--- src/uchash_pkg.sv ---
`default_nettype none

package uchash_pkg;

  localparam int unsigned WordW = 32;
  localparam int unsigned StepW = 4;
  localparam logic [StepW-1:0] LastStep = 4'd9;

  localparam logic CfgDigestZero = 1'b0;
  localparam logic CfgDigestOne  = 1'b1;

  // multiplier constants per slot; first index is the word slot
  localparam logic [WordW-1:0] MulA [2][4] = '{
    '{32'hCF98B111, 32'h87085B9F, 32'h12CEB96D, 32'h257E1D83},
    '{32'hA27416F5, 32'hD38396FF, 32'h7C932B89, 32'hBFA49F69}
  };
  localparam logic [WordW-1:0] MulB [2][4] = '{
    '{32'hEF0569FB, 32'h689B6B9F, 32'h79F8A395, 32'hC3EFEA97},
    '{32'hC31713DB, 32'hDDCD1F0F, 32'h59C3AF2D, 32'h35BD1EC9}
  };

  typedef enum logic [3:0] {
    OP_NONE,
    OP_HOLD,
    OP_LATCH,
    OP_ADD,
    OP_MUL1,
    OP_MUL2,
    OP_MIX1,
    OP_MUL3,
    OP_MUL4,
    OP_MIX2,
    OP_MUL5,
    OP_FOLD,
    OP_TOTAL,
    OP_EMIT
  } uchash_op_e;

  typedef enum logic [1:0] {
    ST_IDLE,
    ST_RUN,
    ST_EMIT
  } uchash_state_e;

  typedef struct packed {
    uchash_op_e op;
    logic       slot;
    logic       block_done;
  } uchash_cmd_t;

  typedef struct packed {
    logic out_full;
  } uchash_sts_t;

  function automatic logic [WordW-1:0] swap16(input logic [WordW-1:0] x);
    return {x[15:0], x[31:16]};
  endfunction

  // one absorb of a word runs these ops in order
  function automatic uchash_op_e step_op(input logic [StepW-1:0] step);
    uchash_op_e op;
    unique case (step)
      4'd0:    op = OP_ADD;
      4'd1:    op = OP_MUL1;
      4'd2:    op = OP_MUL2;
      4'd3:    op = OP_MIX1;
      4'd4:    op = OP_MUL3;
      4'd5:    op = OP_MUL4;
      4'd6:    op = OP_MIX2;
      4'd7:    op = OP_MUL5;
      4'd8:    op = OP_FOLD;
      4'd9:    op = OP_TOTAL;
      default: op = OP_NONE;
    endcase
    return op;
  endfunction

endpackage

`default_nettype wire

--- src/uchash_ctrl.sv ---
`default_nettype none

module uchash_ctrl (
  input  wire                  clk_i,
  input  wire                  rst_ni,
  input  wire                  s_axis_tvalid_i,
  input  wire                  s_axis_tlast_i,
  output logic                 s_axis_tready_o,
  input  uchash_pkg::uchash_sts_t sts_i,
  output uchash_pkg::uchash_cmd_t cmd_o
);
  import uchash_pkg::*;

  uchash_state_e    state_q, state_d;
  logic [StepW-1:0] step_q, step_d;
  logic             slot_run_q, slot_run_d;
  logic             word_slot_q, word_slot_d;
  logic             block_done_q, block_done_d;
  logic             last_q, last_d;

  always_ff @(posedge clk_i or negedge rst_ni) begin
    if (!rst_ni) begin
      state_q      <= ST_IDLE;
      step_q       <= '0;
      slot_run_q   <= 1'b0;
      word_slot_q  <= 1'b0;
      block_done_q <= 1'b0;
      last_q       <= 1'b0;
    end else begin
      state_q      <= state_d;
      step_q       <= step_d;
      slot_run_q   <= slot_run_d;
      word_slot_q  <= word_slot_d;
      block_done_q <= block_done_d;
      last_q       <= last_d;
    end
  end

  always_comb begin
    state_d         = state_q;
    step_d          = step_q;
    slot_run_d      = slot_run_q;
    word_slot_d     = word_slot_q;
    block_done_d    = block_done_q;
    last_d          = last_q;
    s_axis_tready_o = 1'b0;
    cmd_o.op         = OP_NONE;
    cmd_o.slot       = slot_run_q;
    cmd_o.block_done = block_done_q;
    unique case (state_q)
      ST_IDLE: begin
        s_axis_tready_o = 1'b1;
        if (s_axis_tvalid_i) begin
          if (!word_slot_q) begin
            cmd_o.op    = OP_HOLD;
            word_slot_d = 1'b1;
            if (s_axis_tlast_i) begin
              state_d = ST_EMIT;
            end
          end else begin
            cmd_o.op    = OP_LATCH;
            word_slot_d = 1'b0;
            last_d      = s_axis_tlast_i;
            slot_run_d  = 1'b0;
            step_d      = '0;
            state_d     = ST_RUN;
          end
        end
      end
      ST_RUN: begin
        cmd_o.op = step_op(step_q);
        if (step_q == LastStep) begin
          step_d = '0;
          if (!slot_run_q) begin
            slot_run_d = 1'b1;
          end else begin
            block_done_d = 1'b1;
            state_d      = last_q ? ST_EMIT : ST_IDLE;
          end
        end else begin
          step_d = step_q + 1'b1;
        end
      end
      ST_EMIT: begin
        if (!sts_i.out_full) begin
          cmd_o.op     = OP_EMIT;
          word_slot_d  = 1'b0;
          block_done_d = 1'b0;
          state_d      = ST_IDLE;
        end
      end
      default: begin
        state_d = ST_IDLE;
      end
    endcase
  end

`ifndef SYNTHESIS
  a_step_range: assert property (@(posedge clk_i) disable iff (!rst_ni)
    step_q <= LastStep)
    else $error("step counter out of range");

  a_block_marked: assert property (@(posedge clk_i) disable iff (!rst_ni)
    (state_q == ST_RUN && step_q == LastStep && slot_run_q) |=> block_done_q)
    else $error("finished block not marked");

  a_emit_clears: assert property (@(posedge clk_i) disable iff (!rst_ni)
    (state_q == ST_EMIT && !sts_i.out_full)
      |=> (state_q == ST_IDLE && !word_slot_q && !block_done_q))
    else $error("message state not cleared after result");
`endif

endmodule

`default_nettype wire

--- src/uchash_dp.sv ---
`default_nettype none

module uchash_dp (
  input  wire                     clk_i,
  input  wire                     rst_ni,
  input  wire                     cfg_we_i,
  input  wire                     cfg_addr_i,
  input  wire  [31:0]             cfg_data_i,
  input  wire  [31:0]             s_axis_tdata_i,
  output logic                    m_axis_tvalid_o,
  input  wire                     m_axis_tready_i,
  output logic [63:0]             m_axis_tdata_o,
  output logic                    m_axis_tuser_o,
  input  uchash_pkg::uchash_cmd_t cmd_i,
  output uchash_pkg::uchash_sts_t sts_o
);
  import uchash_pkg::*;

  logic [WordW-1:0] dig0_q, dig1_q;
  logic [WordW-1:0] sum_a_q, sum_b_q, tot_a_q, tot_b_q;
  logic [WordW-1:0] held_q, odd_q;
  logic [WordW-1:0] a_q, b_q, t_q, u_q;
  logic [WordW-1:0] hash_low_q, hash_high_q;
  logic             hash_valid_q;
  logic             out_valid_q;

  logic [WordW-1:0] first, word;
  logic [WordW-1:0] ax, ay, bx, by;
  logic [WordW-1:0] pa, pb;

  assign first = (cmd_i.slot ? dig1_q : dig0_q) | 32'd1;
  assign word  = cmd_i.slot ? odd_q : held_q;

  // two 32x32 multipliers, low half kept; results land in registers
  always_comb begin
    ax = '0;
    ay = '0;
    bx = '0;
    by = '0;
    unique case (cmd_i.op)
      OP_MUL1: begin
        ax = a_q;          ay = first;
        bx = swap16(b_q);  by = MulB[cmd_i.slot][0];
      end
      OP_MUL2: begin
        ax = swap16(a_q);  ay = MulA[cmd_i.slot][0];
        bx = b_q;          by = first;
      end
      OP_MIX1: begin
        ax = swap16(a_q);  ay = MulA[cmd_i.slot][1];
      end
      OP_MUL3: begin
        ax = swap16(a_q);  ay = MulA[cmd_i.slot][2];
        bx = {16'd0, b_q[31:16]};
        by = MulB[cmd_i.slot][1];
      end
      OP_MUL4: begin
        ax = swap16(a_q);  ay = MulA[cmd_i.slot][3];
        bx = b_q;          by = MulB[cmd_i.slot][2];
      end
      OP_MUL5: begin
        bx = swap16(b_q);  by = MulB[cmd_i.slot][3];
      end
      default: begin
      end
    endcase
  end

  assign pa = ax * ay;
  assign pb = bx * by;

  always_ff @(posedge clk_i or negedge rst_ni) begin
    if (!rst_ni) begin
      dig0_q      <= '0;
      dig1_q      <= '0;
      sum_a_q     <= '0;
      sum_b_q     <= '0;
      tot_a_q     <= '0;
      tot_b_q     <= '0;
      out_valid_q <= 1'b0;
    end else begin
      if (cfg_we_i) begin
        unique case (cfg_addr_i)
          CfgDigestZero: dig0_q <= cfg_data_i;
          CfgDigestOne:  dig1_q <= cfg_data_i;
          default: begin
          end
        endcase
      end
      if (cmd_i.op == OP_EMIT) begin
        out_valid_q <= 1'b1;
      end else if (m_axis_tready_i) begin
        out_valid_q <= 1'b0;
      end
      unique case (cmd_i.op)
        OP_FOLD: begin
          sum_a_q <= a_q;
          sum_b_q <= t_q + b_q;
          tot_a_q <= tot_a_q + a_q;
        end
        OP_TOTAL: tot_b_q <= tot_b_q + sum_b_q;
        OP_EMIT: begin
          sum_a_q <= '0;
          sum_b_q <= '0;
          tot_a_q <= '0;
          tot_b_q <= '0;
        end
        default: begin
        end
      endcase
    end
  end

  always_ff @(posedge clk_i) begin
    unique case (cmd_i.op)
      OP_HOLD:  held_q <= s_axis_tdata_i;
      OP_LATCH: odd_q  <= s_axis_tdata_i;
      OP_ADD: begin
        a_q <= sum_a_q + word;
        b_q <= sum_b_q + word;
      end
      OP_MUL1: begin
        a_q <= pa;
        t_q <= pb;
      end
      OP_MUL2: begin
        a_q <= pa;
        u_q <= pb;
      end
      OP_MIX1: begin
        a_q <= pa;
        b_q <= t_q + u_q;
      end
      OP_MUL3: begin
        a_q <= pa;
        t_q <= pb;
      end
      OP_MUL4: begin
        a_q <= pa;
        u_q <= pb;
      end
      OP_MIX2: b_q <= t_q + u_q;
      OP_MUL5: t_q <= pb;
      OP_EMIT: begin
        hash_valid_q <= cmd_i.block_done;
        hash_low_q   <= cmd_i.block_done ? (sum_a_q ^ sum_b_q) : '0;
        hash_high_q  <= cmd_i.block_done ? (tot_a_q ^ tot_b_q) : '0;
      end
      default: begin
      end
    endcase
  end

  assign sts_o.out_full  = out_valid_q && !m_axis_tready_i;
  assign m_axis_tvalid_o = out_valid_q;
  assign m_axis_tdata_o  = {hash_high_q, hash_low_q};
  assign m_axis_tuser_o  = hash_valid_q;

`ifndef SYNTHESIS
  a_no_overwrite: assert property (@(posedge clk_i) disable iff (!rst_ni)
    (cmd_i.op == OP_EMIT) |-> !(out_valid_q && !m_axis_tready_i))
    else $error("result overwritten before it was taken");

  a_empty_zero: assert property (@(posedge clk_i) disable iff (!rst_ni)
    (out_valid_q && !hash_valid_q) |-> (hash_low_q == '0 && hash_high_q == '0))
    else $error("empty message result not zero");
`endif

endmodule

`default_nettype wire

--- src/user_choice_word_hash_core.sv ---
// Two-checksum word hash over a message streamed as 32-bit words.
// Input stream: s_axis_tdata_i carries one little-endian message word,
// s_axis_tlast_i marks the final word. Words pair into 8-byte blocks; an
// even word is held until its odd partner arrives, and a trailing unpaired
// word is dropped. Output stream: one word per message, sent after the
// last input word, with tdata = {hash_high, hash_low} and tuser = hash_valid
// (0 when no complete block arrived, with both hashes zero).
// Configuration: cfg_we_i writes cfg_data_i into register cfg_addr_i
// (0: digest word zero, 1: digest word one). Write only while idle.
// Sequencing: an even word is held on accept. An odd word then runs 10
// sequencer steps per word slot, set by the chain of dependent products
// on the two shared 32x32 multipliers; input is not ready meanwhile. The
// result is emitted after the block finishes or after an even last word.
// A stalled result stays in the output register; the block keeps accepting
// words meanwhile and only waits if a second result is ready before the first
// is taken. Reset clears checksums, totals, configuration and the output.
`default_nettype none

module user_choice_word_hash_core (
  input  wire         clk_i,
  input  wire         rst_ni,
  input  wire         cfg_we_i,
  input  wire         cfg_addr_i,
  input  wire  [31:0] cfg_data_i,
  input  wire         s_axis_tvalid_i,
  output logic        s_axis_tready_o,
  input  wire  [31:0] s_axis_tdata_i,  // [31:0] data_word
  input  wire         s_axis_tlast_i,
  output logic        m_axis_tvalid_o,
  input  wire         m_axis_tready_i,
  output logic [63:0] m_axis_tdata_o,  // [31:0] hash_low, [63:32] hash_high
  output logic        m_axis_tuser_o   // [0] hash_valid
);
  import uchash_pkg::*;

  uchash_cmd_t cmd;
  uchash_sts_t sts;

  uchash_ctrl u_ctrl (
    .clk_i           (clk_i),
    .rst_ni          (rst_ni),
    .s_axis_tvalid_i (s_axis_tvalid_i),
    .s_axis_tlast_i  (s_axis_tlast_i),
    .s_axis_tready_o (s_axis_tready_o),
    .sts_i           (sts),
    .cmd_o           (cmd)
  );

  uchash_dp u_dp (
    .clk_i           (clk_i),
    .rst_ni          (rst_ni),
    .cfg_we_i        (cfg_we_i),
    .cfg_addr_i      (cfg_addr_i),
    .cfg_data_i      (cfg_data_i),
    .s_axis_tdata_i  (s_axis_tdata_i),
    .m_axis_tvalid_o (m_axis_tvalid_o),
    .m_axis_tready_i (m_axis_tready_i),
    .m_axis_tdata_o  (m_axis_tdata_o),
    .m_axis_tuser_o  (m_axis_tuser_o),
    .cmd_i           (cmd),
    .sts_o           (sts)
  );

endmodule

`default_nettype wire

--- config.mk ---
export PLATFORM = sky130hd
export DESIGN_NAME = user_choice_word_hash_core
export DESIGN_NICKNAME = d
export VERILOG_FILES = /design/src/uchash_pkg.sv /design/src/uchash_ctrl.sv /design/src/uchash_dp.sv /design/src/user_choice_word_hash_core.sv
export SDC_FILE = /design/constraint.sdc
export NUM_CORES = 2
export LEC_CHECK = 0
export BUFFER_PORTS_ARGS = -buffer_cell sky130_fd_sc_hd__buf_2
export CAP_MARGIN = 20
export CORE_MARGIN = 1.5
export CORE_UTILIZATION = 40
export CTS_BUF_LIST = sky130_fd_sc_hd__clkbuf_4
export CTS_CLUSTER_DIAMETER = 60
export CTS_CLUSTER_SIZE = 30
export DETAILED_ROUTE_END_ITERATION = 16
export PLACE_DENSITY_LB_ADDON = 0.12
export SLEW_MARGIN = 25
export SYNTH_ARGS = -nofsm -noshare
export SYNTH_HDL_FRONTEND = slang
export SYNTH_SLANG_ARGS = --single-unit
--- constraint.sdc ---
create_clock -name clk_i -period 23 [get_ports clk_i]
set_clock_uncertainty 0.05 [all_clocks]
set_input_delay 6.9 -clock clk_i [delete_from_list [all_inputs] [get_ports clk_i]]
set_output_delay 6.9 -clock clk_i [all_outputs]
set_load 0.03 [all_outputs]
=== Yosys cells after proc, flatten, opt, wreduce, memory -nomap -nowiden ===
Memories as Yosys holds them, arrays and structs flattened.
Cells that the tools add are included.
W data, S select, Z words.

* Multiply operators: 2
* Order comparisons: 1
* Shifts and indexed selects: 0
* Bitwise operators: 4
* Reduce and logical (&&, ||, !) cells: 25
* Equality and inequality tests: 22
* Div/mod/pow operators: 0
* Mux-type cells: 48
* $add $sub $neg: 7

{| class="wikitable"
|+ Operators with widths
! operator !! number
|-
| $mux W128 || 4
|-
| $pmux W32 S2 || 7
|-
| $pmux W32 S5 || 2
|-
| $add A32 B32 Y32 || 6
|-
| $mux W127 || 1
|-
| $mux W126 || 1
|-
| $pmux W32 S3 || 1
|-
| $mul A32 B32 Y32 || 2
|-
| $mux W32 || 2
|-
| $xor A32 B32 Y32 || 2
|-
| $eq A4 B4 Y1 const B || 7
|-
| $mux W4 || 5
|-
| $eq A4 B3 Y1 const B || 4
|-
| $mux W2 || 8
|-
| $reduce_bool A2 Y1 || 8
|-
| $pmux W4 S3 || 1
|-
| $mux W1 || 11
|-
| $reduce_and A3 Y1 || 3
|-
| $eq A4 B2 Y1 const B || 2
|-
| $pmux W4 S2 || 1
|-
| $reduce_and A4 Y1 || 2
|-
| $ne A2 B1 Y1 const B || 3
|-
| $pmux W1 S2 || 3
|-
| $pmux W2 S3 || 1
|-
| 18 further kinds || 22
|}

* Memories kept: 1
* Bits in latches: 0
* Output and inout bits: 67
* Memory bits (writable): 0
* Logic and storage cells: 132
* Flip-flop bits (word level): 460
* Bits of input ports: 71
* Bits in read-only memories: 64

{| class="wikitable"
|+ Memories
! memory !! depth !! bits a word !! read ports !! clocked after memory_dff !! wr ports !! line !! source
|-
| (name not given) || 16 || 4 || 1 || 0 || 0 || uchash_pkg.sv:62 || <nowiki>unique case (step)</nowiki>
|}

=== Longest topological paths before layout ===
* Depth in word-level cells: 9
* Gate-level depth with buffers: 45
* Depth with buffers taken out: 39

=== Hierarchy ===
A second synthesis with hierarchy kept.

* Cells, all modules: 6,239
* Area total of the unflattened synthesis: 58,745.1 um^2

{| class="wikitable"
|+ Modules (own cells, without submodules)
! module !! cells each !! seq. area each (um^2) !! area each (um^2) !! times used
|-
| uchash_dp || 6,163 || 12,497.0 || 58,059.4 || 1
|-
| uchash_ctrl || 76 || 250.2 || 685.7 || 1
|}

=== Worst setup path before layout ===
Ideal clock, no wire load.

* Path kind: in2reg
* From: input port s_axis_tvalid_i
* To: register u_dp.a_q[31] (data pin)
* Setup time: 0.269 ns
* Data arrival time: 15.769 ns
* Buffers on the path: 6
* Stages: 37
* Path slack: 6.912 ns
* Required time: 22.681 ns
* Cell sequence: nand2b_1 a221o_1 nand3_1 nor2_1 buf_6 buf_6 buf_2 buf_4 buf_2 buf_2 a22oi_1 clkinv_1 and2_1 fa_1 inv_1 fa_1 inv_1 fa_1 fa_1 inv_1 fa_1 fa_1 fa_1 fa_1 xnor2_1 xnor2_1 xnor2_1 xnor2_1 xnor2_1 xnor2_1 xnor2_1 xnor3_1 xnor3_1 xnor3_1 xor3_1 xnor2_1 mux2i_1

* Longest elaborated chain between the ends: 7
* Elaborated cells between the ends (all ways): 14
* Those cells by class: 1 x mul; 6 x eq/ne; 5 x mux; 2 x reduce/logical

{| class="wikitable"
|+ Ends and longest elaborated chain
! element !! line !! source
|-
| from (decl) || user_choice_word_hash_core.sv:25 || <nowiki>input wire s_axis_tvalid_i,</nowiki>
|-
| $mux W4 (*) || uchash_ctrl.sv:53 || <nowiki>if (s_axis_tvalid_i) begin</nowiki>
|-
| $pmux W4 S3 (*) || uchash_ctrl.sv:50 || <nowiki>unique case (state_q)</nowiki>
|-
| $eq A4 B3 Y1 or $eq A4 B4 Y1 (tied branches) || uchash_dp.sv:40, uchash_dp.sv:115 ||
|-
| $reduce_or A4 Y1 (no source line) || - ||
|-
| $pmux W32 S2 || uchash_dp.sv:40 || <nowiki>unique case (cmd_i.op)</nowiki>
|-
| $mul A32 B32 Y32 || uchash_dp.sv:69 || <nowiki>assign pa = ax * ay;</nowiki>
|-
| $pmux W32 S2 (*) || uchash_dp.sv:115 || <nowiki>unique case (cmd_i.op)</nowiki>
|-
| to (signal assigned) || uchash_dp.sv:119 || <nowiki>a_q <= sum_a_q + word;</nowiki>
|-
| to (signal assigned) || uchash_dp.sv:123 || <nowiki>a_q <= pa;</nowiki>
|-
| to (signal assigned) || uchash_dp.sv:127 || <nowiki>a_q <= pa;</nowiki>
|-
| to (decl) || uchash_dp.sv:22 || <nowiki>logic [WordW-1:0] a_q, b_q, t_q, u_q;</nowiki>
|}

Every way passes the cells marked *; elsewhere a longest branch is shown, timed or not.
A chain may end at the register's enable or synchronous reset.

=== Worst setup path in the final report ===
* From: input port m_axis_tready_i
* To: register u_dp.t_q[30] (data pin)

* Longest elaborated chain between the ends: 8
* Elaborated cells between the ends (all ways): 14
* Those cells by class: 1 x mul; 5 x eq/ne; 4 x mux; 4 x reduce/logical

{| class="wikitable"
|+ Ends and longest elaborated chain
! element !! line !! source
|-
| from (decl) || user_choice_word_hash_core.sv:30 || <nowiki>input wire m_axis_tready_i,</nowiki>
|-
| $logic_not A1 Y1 (*) || uchash_dp.sv:154 || <nowiki>assign sts_o.out_full = out_valid_q && !m_axis_tready_i;</nowiki>
|-
| $logic_and A1 B1 Y1 (*) || uchash_dp.sv:154 ||
|-
| $mux W4 (*) || uchash_ctrl.sv:85 || <nowiki>if (!sts_i.out_full) begin</nowiki>
|-
| $pmux W4 S3 (*) || uchash_ctrl.sv:50 ||
|-
| $eq A4 B3 Y1 or $eq A4 B4 Y1 (tied branches) || uchash_dp.sv:40 ||
|-
| $reduce_or A2 Y1 (no source line) || - ||
|-
| $pmux W32 S3 || uchash_dp.sv:40 ||
|-
| $mul A32 B32 Y32 (*) || uchash_dp.sv:70 || <nowiki>assign pb = bx * by;</nowiki>
|-
| via u_dp.pb[30] || uchash_dp.sv:29 || <nowiki>logic [WordW-1:0] pa, pb;</nowiki>
|-
| to (signal assigned) || uchash_dp.sv:124 || <nowiki>t_q <= pb;</nowiki>
|-
| to (signal assigned) || uchash_dp.sv:136 || <nowiki>t_q <= pb;</nowiki>
|-
| to (signal assigned) || uchash_dp.sv:143 || <nowiki>OP_MUL5: t_q <= pb;</nowiki>
|-
| to (decl) || uchash_dp.sv:22 ||
|}

Mark *: on every way through the listed nets, which the timed path passes. The rest lies on a longest branch.

==> flow_metrics.py <==
metrics = {
    "outcome": {
        "status": "finished clean",
    },
    "worst_setup_path": {
        "cp_common_cell": "fa_1",
        "max_stage_delay_ps": 870,
        "worstReg2RegEnd": "u_dp.t_q[30]",
        "cp_slowest_cell": "a22o_1",
        "end_kind": "register",
        "r2r_setup_slack_ps": 10160,
        "crit_arrival_ps": 18520,
        "r2r_start": "u_ctrl.step_q[1]",
        "r2r_cells": 34,
        "crit_type": "in2reg",
        "required_ps": 23710,
        "start_kind": "primary input",
        "cp_max_fo": 52,
    },
    "synthesis": {
        "yosysTopAreaCell": "fa_1",
        "async_reset_ff_share_pct": 43.9,
        "syn-num-nets": 7566,
        "synth-edff-count": 257,
        "yosysTopAreaCellShare_pct": 28.0,
        "ys_types": 103,
        "syn_inst": 6237,
        "synthTopCellsByArea": "fa_1 (28%), edfxtp_1 (13%), ha_1 (9.3%)",
        "ys.flop_type": "edfxtp_1",
        "ys_ff_latch": 458,
        "syn_area_per_cell_um2": 9.43,
        "syn_area_um2": 58800,
        "ys_warn_count": 0,
        "ys_seq_area_share_pct": 21.7,
    },
    "hold_path": {
        "hold_path_class": "reg2reg",
        "holdPathEnd": "u_dp.tot_a_q[31]",
        "hold_path.startpoint": "u_dp.tot_a_q[31]",
        "hold_path_depth": 1,
    },
    "detailed_routing": {
        "via_per_inst": 5.52,
        "ant_nets": 0,
        "wl_per_cell_um": 24.4,
        "num_vias": 45500,
        "drc": 0,
        "drtPass1Iterations": 6,
        "wirelength_mm": 201,
        "drtIter0Drc": 3247,
    },
    "floorplan": {
        "die_w_um": 386,
        "ios": 138,
        "core_um2": 146000,
        "rows": 140,
        "die_area_um2": 149000,
        "chipHeight_um": 386,
        "start_util_pct": 40.3,
    },
    "placed_design": {
        "routabilityCongestion": 0.917,
        "io_buffer_count": 136,
        "hpwl_mm": 158,
    },
    "clock_network": {
        "cts_root_buffer": "clkbuf_4",
        "clk-insertion-delay-late_ps": 1030,
        "cts.sinks": 458,
        "cts_buffer_depth": 3,
        "clk_pin_slew_worst_paths_ps": 140,
        "cts_tree": "yes",
        "htree_levels": 2,
        "cts_hold_buffers": 0,
        "postCtsSetupBuffers": 0,
        "cts-resized-gates": 0,
        "numCtsBuffers": 52,
    },
    "sta": {
        "fin_setup_tns_ps": 0,
        "rsz0062_at_grt": "false",
        "post-route-period-util_pct": 77.4,
        "timing.final.max_slew_violations": 0,
        "setup_viol": 0,
        "fmaxAchievable_mhz": 56.2,
        "min_period_ps": 17800,
        "hold-worst-slack_ps": 465,
        "relSlewSlack_pct": 25.6,
        "worstMarginPinSlew_ps": 1120,
        "finalHoldViolCount": 0,
    },
    "layout": {
        "final_nets": 7598,
        "nFillCells": 14400,
        "drive_gt1_share_pct": 9.09,
        "final_cell_mix": "inv_1 (902), fa_1 (822), nor2_1 (680)",
        "area_growth_pct": 6.72,
        "final_common_cell": "inv_1",
    },
    "global_route": {
        "grtUsageTotal_pct": 27.2,
        "grt_first_pass_wirelength_mm": 300,
        "grt_max_degree": 85,
        "antenna_found_initial": 7,
        "first_global_vias": 45900,
        "overflow": 0,
    },
    "run": {
        "maxCapViolations": 0,
    },
}
-- cell families after synthesis --
family          synth area share [%]
fa+ha+maj                       37.3
xor+xnor                        5.83
simple gates                    13.7
flops                           21.7
compound gates                  11.5
mux                             2.13
buf+inv                         7.87
-- critical path: cells and delay by family --
family	cells	cell delay, ps
buffers and inverters	8	1930
and+or+nand+nor	8	2210
adders and majority gates	9	3510
AOI/OAI and AO/OA	9	3900
-- sequential cells by signal, indices dropped and copies added, names as in the netlist --
register	cells
u_dp.m_axis_tuser_o	1
u_dp.sum_a_q	32
u_dp.odd_q	32
u_dp.dig1_q	31
u_dp.sum_b_q	32
u_dp.hash_high_q	32
u_dp.t_q	32
u_ctrl.block_done_q	1
u_ctrl.slot_run_q	1
u_ctrl.word_slot_q	1
u_dp.b_q	32
u_dp.hash_low_q	32
u_ctrl.state_q	2
u_dp.u_q	32
u_ctrl.step_q	4
u_ctrl.last_q	1
u_dp.a_q	32
u_dp.dig0_q	31
u_dp.tot_b_q	32
u_dp.tot_a_q	32
u_dp.m_axis_tvalid_o	1
u_dp.held_q	32
-- worst max-delay path by stage --
| stage | startpoint | to | slack [ps] | depth (start not counted) |
|---|---|---|---|---|
| after floorplan | s_axis_tvalid_i | u_dp.a_q[31] | 6910 | 37 |
| after global placement | m_axis_tready_i | u_dp.t_q[30] | 4520 | 34 |
| after detailed placement | m_axis_tready_i | u_dp.u_q[30] | 4420 | 34 |
| after CTS | m_axis_tready_i | u_dp.u_q[30] | 5420 | 34 |
| after global routing | m_axis_tready_i | u_dp.u_q[30] | 4740 | 34 |
| final | m_axis_tready_i | u_dp.t_q[30] | 5200 | 34 |
-- area by class of cell --
cell class | instances | area (um^2) | share of cell area [%]
Clock buffer | 57 | 428 | 0.682
Multi-Input combinational cell | 4587 | 41600 | 66.3
Sequential cell | 458 | 12800 | 20.3
Tap cell | 1917 | 2400 | 3.82
Timing Repair Buffer | 236 | 1500 | 2.39
Antenna cell | 3 | 7.51 | 0.0120
Inverter | 934 | 3510 | 5.59
Clock inverter | 41 | 522 | 0.832
-- routing by layer --
metal	wire, um	track usage (%)
met5	25	0
met4	7310	8.80
met3	11800	3.06
met2	93800	44.1
met1	87700	37.8
-- stage by stage --
| step | worst slack, ps | cells | util, % | area [um^2] |
|---|---|---|---|---|
| final | 5200 | 8233 | 43.1 | 62700 |
| after global routing | 4740 | 8232 | 43.0 | 62700 |
| after CTS | 5420 | 8229 | 43.0 | 62700 |
| after detailed placement | 4420 | 8131 | 42.4 | 61800 |
| after global placement | 4520 | 8128 | 42.3 | 61700 |
| after floorplan | 6910 | 6237 | - | 58800 |
-- cell usage after synthesis (all sizes together) (40+ instances only) --
| master | instances |
|---|---|
| inv | 928 |
| fa | 822 |
| nor2 | 691 |
| nand2 | 637 |
| ha | 436 |
| edfxtp | 257 |
| o21ai | 242 |
| a21oi | 232 |
| dfrtp | 201 |
| xnor2 | 199 |
| clkbuf | 184 |
| xor2 | 171 |
| nand3 | 139 |
| a21o | 114 |
| mux2 | 96 |
| and2 | 86 |
| buf | 74 |
| nand2b | 53 |
| nor3 | 52 |
| a22o | 51 |
| nor2b | 44 |
| o21bai | 40 |
| or2 | 40 |
Power is left out: the tool's default activity adds up to more than one toggle a clock period on the data nets, which glitch-free logic cannot reach.
